`src/design/ttw_pkg.sv`:
```
// Shared types and constants of the text-mode terminal writer.
// No dependencies; used by every module of the block but ttw_ram.
package ttw_pkg;

  localparam int COL_W  = 7;
  localparam int ROW_W  = 5;
  localparam int LIN_W  = 12;
  localparam int CELL_W = 16;
  localparam int CUR_W  = 11;

  localparam logic [7:0]        ATTR_RESET  = 8'h07;
  localparam logic [CELL_W-1:0] BLANK_RESET = 16'h0720;

  localparam logic [7:0] CH_NUL = 8'h00;
  localparam logic [7:0] CH_ENQ = 8'h05;
  localparam logic [7:0] CH_BEL = 8'h07;
  localparam logic [7:0] CH_BS  = 8'h08;
  localparam logic [7:0] CH_HT  = 8'h09;
  localparam logic [7:0] CH_LF  = 8'h0A;
  localparam logic [7:0] CH_VT  = 8'h0B;
  localparam logic [7:0] CH_FF  = 8'h0C;
  localparam logic [7:0] CH_CR  = 8'h0D;
  localparam logic [7:0] CH_DEL = 8'h7F;

  localparam logic [7:0] TAB_STEP = 8'd8;
  localparam logic [7:0] TAB_MASK = ~8'd7;

  typedef logic [1:0] cfg_index_t;
  localparam cfg_index_t CFG_CHAR_ATTRIBUTE = 2'd0;
  localparam cfg_index_t CFG_BLANK_CELL     = 2'd1;

  typedef enum logic [3:0] {
    OP_READ,
    OP_NOP,
    OP_BS,
    OP_HT,
    OP_NL,
    OP_FF,
    OP_CR,
    OP_DEL,
    OP_PRINT
  } op_t;

  typedef struct packed {
    logic        func;
    logic [7:0]  char_code;
    logic        end_of_write;
    logic [10:0] cell_index;
  } in_item_t;

  typedef struct packed {
    logic [10:0] cursor_offset;
    logic [15:0] cell_data;
  } out_item_t;

  typedef struct packed {
    op_t         op;
    logic [7:0]  char_code;
    logic        end_of_write;
    logic [10:0] cell_index;
  } cmd_t;

endpackage

```
`src/design/ttw_front.sv`:
```
// Front end: accepts input words, decodes them into commands and queues them.
// Depends on ttw_pkg.
module ttw_front (
  input  logic              clk,
  input  logic              rst,
  input  logic              in_valid,
  output logic              in_ready,
  input  ttw_pkg::in_item_t in_item,
  output logic              cmd_valid,
  output ttw_pkg::cmd_t     cmd,
  input  logic              cmd_pop
);

  ttw_pkg::cmd_t slots [2];
  logic          wr_ptr;
  logic          rd_ptr;
  logic [1:0]    count;
  ttw_pkg::op_t  op;
  logic          push;

  always_comb begin
    if (in_item.func) begin
      op = ttw_pkg::OP_READ;
    end else begin
      unique case (in_item.char_code) inside
        ttw_pkg::CH_NUL, ttw_pkg::CH_ENQ, ttw_pkg::CH_BEL: op = ttw_pkg::OP_NOP;
        ttw_pkg::CH_BS:                                    op = ttw_pkg::OP_BS;
        ttw_pkg::CH_HT:                                    op = ttw_pkg::OP_HT;
        ttw_pkg::CH_LF, ttw_pkg::CH_VT:                    op = ttw_pkg::OP_NL;
        ttw_pkg::CH_FF:                                    op = ttw_pkg::OP_FF;
        ttw_pkg::CH_CR:                                    op = ttw_pkg::OP_CR;
        ttw_pkg::CH_DEL:                                   op = ttw_pkg::OP_DEL;
        default:                                           op = ttw_pkg::OP_PRINT;
      endcase
    end
  end

  assign in_ready  = (count != 2'd2);
  assign push      = in_valid && in_ready;
  assign cmd_valid = (count != 2'd0);
  assign cmd       = slots[rd_ptr];

  always_ff @(posedge clk) begin
    if (push) begin
      slots[wr_ptr] <= '{op: op, char_code: in_item.char_code,
                         end_of_write: in_item.end_of_write,
                         cell_index: in_item.cell_index};
    end
  end

  always_ff @(posedge clk) begin
    if (rst) begin
      wr_ptr <= 1'b0;
      rd_ptr <= 1'b0;
      count  <= 2'd0;
    end else begin
      if (push) begin
        wr_ptr <= ~wr_ptr;
      end
      if (cmd_pop) begin
        rd_ptr <= ~rd_ptr;
      end
      count <= count + {1'b0, push} - {1'b0, cmd_pop};
    end
  end

endmodule

```
`config.mk`:
```
export PLATFORM = sky130hd
export DESIGN_NAME = ttw_front
export DESIGN_NICKNAME = d
export VERILOG_FILES = /design/src/design/ttw_pkg.sv /design/src/design/ttw_front.sv
export SDC_FILE = /design/constraint.sdc
export NUM_CORES = 1
export LEC_CHECK = 0
export ABC_AREA = 1
export ABC_CLOCK_PERIOD_IN_PS = 3750
export BUFFER_PORTS_ARGS = -buffer_cell sky130_fd_sc_hd__buf_2
export CAP_MARGIN = 20
export CORE_MARGIN = 2
export CORE_UTILIZATION = 37
export CTS_BUF_LIST = sky130_fd_sc_hd__clkbuf_16
export CTS_CLUSTER_DIAMETER = 100
export DETAILED_ROUTE_END_ITERATION = 10
export PLACE_DENSITY_LB_ADDON = 0.25
export SETUP_SLACK_MARGIN = 0.15
export SLEW_MARGIN = 5
export SYNTH_ARGS = -nofsm -noshare
export SYNTH_HDL_FRONTEND = slang
export SYNTH_SLANG_ARGS = --single-unit
```
`constraint.sdc`:
```
create_clock -name clk -period 3.75 [get_ports clk]
set_clock_uncertainty 0.2 [all_clocks]
set_input_delay 0.375 -clock clk [delete_from_list [all_inputs] [get_ports clk]]
set_output_delay 0.375 -clock clk [all_outputs]
set_load 0.01 [all_outputs]
```
==> flow_metrics.env <==
export IMPL_die_x_um=81.4
export IMPL_crit_buf_inv=2
export IMPL_final_util_pct=46.1
export IMPL_clock_latency_ns=0.28
export IMPL_core_region_area_mm2=0.00585
export IMPL_synth_seq_cells=53
export IMPL_ys_async_sr_fraction_pct=0
export IMPL_p_leak_nw=1.13
export IMPL_hold_end="slots[0][7]"
export IMPL_cts_max_path_buffers=2
export IMPL_htreeDepth=2
export IMPL_max_stage_delay_ns=0.91
export IMPL_max_cap_violations=0
export IMPL_path_clk_slew_ns=0.06
export IMPL_postCtsHoldBufs=0
export IMPL_fmax_mhz=397
export IMPL_cpLargestDelayFamily="flip-flops"
export IMPL_timing_critical_path_to_type="output port"
export IMPL_num_fill_cells=523
export IMPL_multi_input_comb_area_um2=602
export IMPL_num_rows=28
export IMPL_cp_data_arrival_time_ns=1.95
export IMPL_dp_slack_ns=1.48
export IMPL_vias=1226
export IMPL_cts_repair_resized=0
export IMPL_port_buffers=50
export IMPL_synth_warnings=0
export IMPL_syn_to_final_growth_pct=21.9
export IMPL_grt_pass1_vias=1143
export IMPL_ys_seq_area_share_pct=69.6
export IMPL_required_ns=3.17
export IMPL_startpoint_type="flop"
export IMPL_worst_pin_slew_ns=0.898
export IMPL_vdd_drop_max_mv=0.202
export IMPL_io_pins=51
export IMPL_drive_above_1_share_pct=46.3
export IMPL_worstReg2RegStart="count[0]"
export IMPL_ys_types=25
export IMPL_setup_viol=0
export IMPL_slew_headroom_pct=40.0
export IMPL_track_usage_pct=11.1
export IMPL_slowest_stage="dfxtp_1"
export IMPL_wl_um=3480
export IMPL_synthCells=143
export IMPL_antennaDiodeCount=0
export IMPL_root_buffer="clkbuf_16"
export IMPL_cts_sinks=53
export IMPL_worst_hold_path_num_cells=1
export IMPL_die_y_um=81.4
export IMPL_hold_start="in_item[7]"
export IMPL_die_area_mm2=0.00662
export IMPL_hold_violations=0
export IMPL_gp_congestion=0.735
export IMPL_setup_tns_ns=0
export IMPL_slew_violations=0
export IMPL_ant_nets=0
export IMPL_reg2reg_slack_ns=1.98
export IMPL_period_share_pct=67.2
export IMPL_wire_per_inst_um=12.6
export IMPL_final_cell_mix="50 x buf_2, 48 x edfxtp_1, 20 x mux2_4"
export IMPL_grt_max_degree=26
export IMPL_finalNetCount=228
export IMPL_drc=0
export IMPL_rsz0062_at_grt="false"
export IMPL_cts_buffers=5
export IMPL_syn_avg_cell_area_um2=15.5
export IMPL_crit_fanout=16
export IMPL_register_area_mm2=0.00154
export IMPL_netlist_area_mm2=0.00221
export IMPL_path_class="flop to output port"
export IMPL_first_iter_violations=38
export IMPL_r2r_cells=9
export IMPL_firstDrtPassIters=4
export IMPL_outcome="complete, no violations"
export IMPL_post_route_min_period_ns=2.52
export IMPL_start_util_pct=37.9
export IMPL_cts_tree="built"
export IMPL_layout_commonest_cell="buf_2"
export IMPL_synth_edf_count=48
export IMPL_gr_total_overflow=0
export IMPL_power_density_mw_per_mm2=510
export IMPL_grt_antenna_before_repair=0
export IMPL_grt_pass1_wl_um=5250
export IMPL_hp_class="input port to flop"
export IMPL_postCtsSetupBuffers=0
export IMPL_synth_main_ff_cell="edfxtp_1"
export IMPL_vias_per_cell=4.44
export IMPL_crit_chain="buf_4, mux2_4, buf_2"
export IMPL_r2r_end="count[1]"
export IMPL_worst_slack_ns=1.23
export IMPL_dp_final_hpwl_um=2460
export IMPL_syn_nets=170
==> registers in the layout, indices dropped and copies added (netlist names), named ones only <==
register / cells
count: 2
rd_ptr: 1
slots: 48
wr_ptr: 1
==> through the flow <==
stage / instance area (um^2) / power [mW] / instances / hold WS [ns]
floorplan: 2210 / 0.894 / 143 / 0.246
global placement: 2570 / 0.980 / 269 / 0.298
detailed placement: 2570 / 0.984 / 269 / 0.309
CTS: 2700 / 1.40 / 276 / 0.0753
global route: 2700 / 1.45 / 276 / 0.0729
finish: 2700 / 1.38 / 276 / 0.0833
==> worst register-to-register path: cells and delay by family (launching register included) <==
family / cells / cell delay (ns)
xor gates and xnor gates: 1 / 0.17
adders and majority gates: 2 / 0.46
and+or+nand+nor: 4 / 0.40
DFF: 1 / 0.35
buffers and inverters: 2 / 0.09
==> per-layer routing <==
| metal | GRT usage [%] | up-vias | part of all wire (%) |
|---|---|---|---|
| li1 | - | 620 | - |
| met1 | 12.9 | 575 | 43 |
| met2 | 18.7 | 27 | 50 |
| met3 | 3.33 | 4 | 5.5 |
| met4 | 5.08 | 0 | 1.2 |
| met5 | 0 | - | 0 |
==> synthesized netlist by cell type, drive strengths merged (2+ instances only) <==
cell	number	share of area, %
nor2	18	3.2
mux2	24	16
inv	13	2.2
nand3	3	0.68
a21oi	3	0.68
edfxtp	48	65
nand2	14	2.7
o21ai	2	0.45
dfxtp	5	4.5
buf	3	1.2
ha	2	1.1
==> cell families (layout without fill, tap and decap cells) <==
group / Yosys count / in the layout / share of synthesized area [%]
AO/OA/AOI/OAI: 6 / 6 / 1.41
flip-flops: 53 / 53 / 69.6
buffers and inverters: 16 / 74 / 3.45
XOR/XNOR: 2 / 2 / 0.791
multiplexers: 24 / 24 / 15.6
AND/OR/NAND/NOR: 40 / 40 / 8.02
adder cells (fa/ha/maj): 2 / 2 / 1.13
==> where the power goes <==
part	total (mW)	internal (mW)	switching, mW
Clock	0.412	0.239	0.173
Combinational	0.229	0.115	0.114
Sequential	0.736	0.712	0.0244
==> worst max path at each step <==
stage,end,cells past startpoint,slack [ns],from
5_1_grt,cmd[11],3,1.10,flop
4_1_cts,cmd[5],3,1.17,flop
3_3_place_gp,cmd[5],3,1.49,flop
2_1_floorplan,slots[1][0],4,1.49,count[0]
3_5_place_dp,cmd[5],3,1.48,flop
6_report,cmd[5],3,1.23,flop
==> final cells by class <==
class / instances / area share (%)
tap: 75 / 3.48
multi-input combinational: 74 / 22.3
timing repair buffer: 54 / 10.4
inverter: 13 / 1.81
clock inverter: 2 / 0.278
sequential: 53 / 57.1
clock buffer: 5 / 4.64
Power figures use the tool's default switching activity.
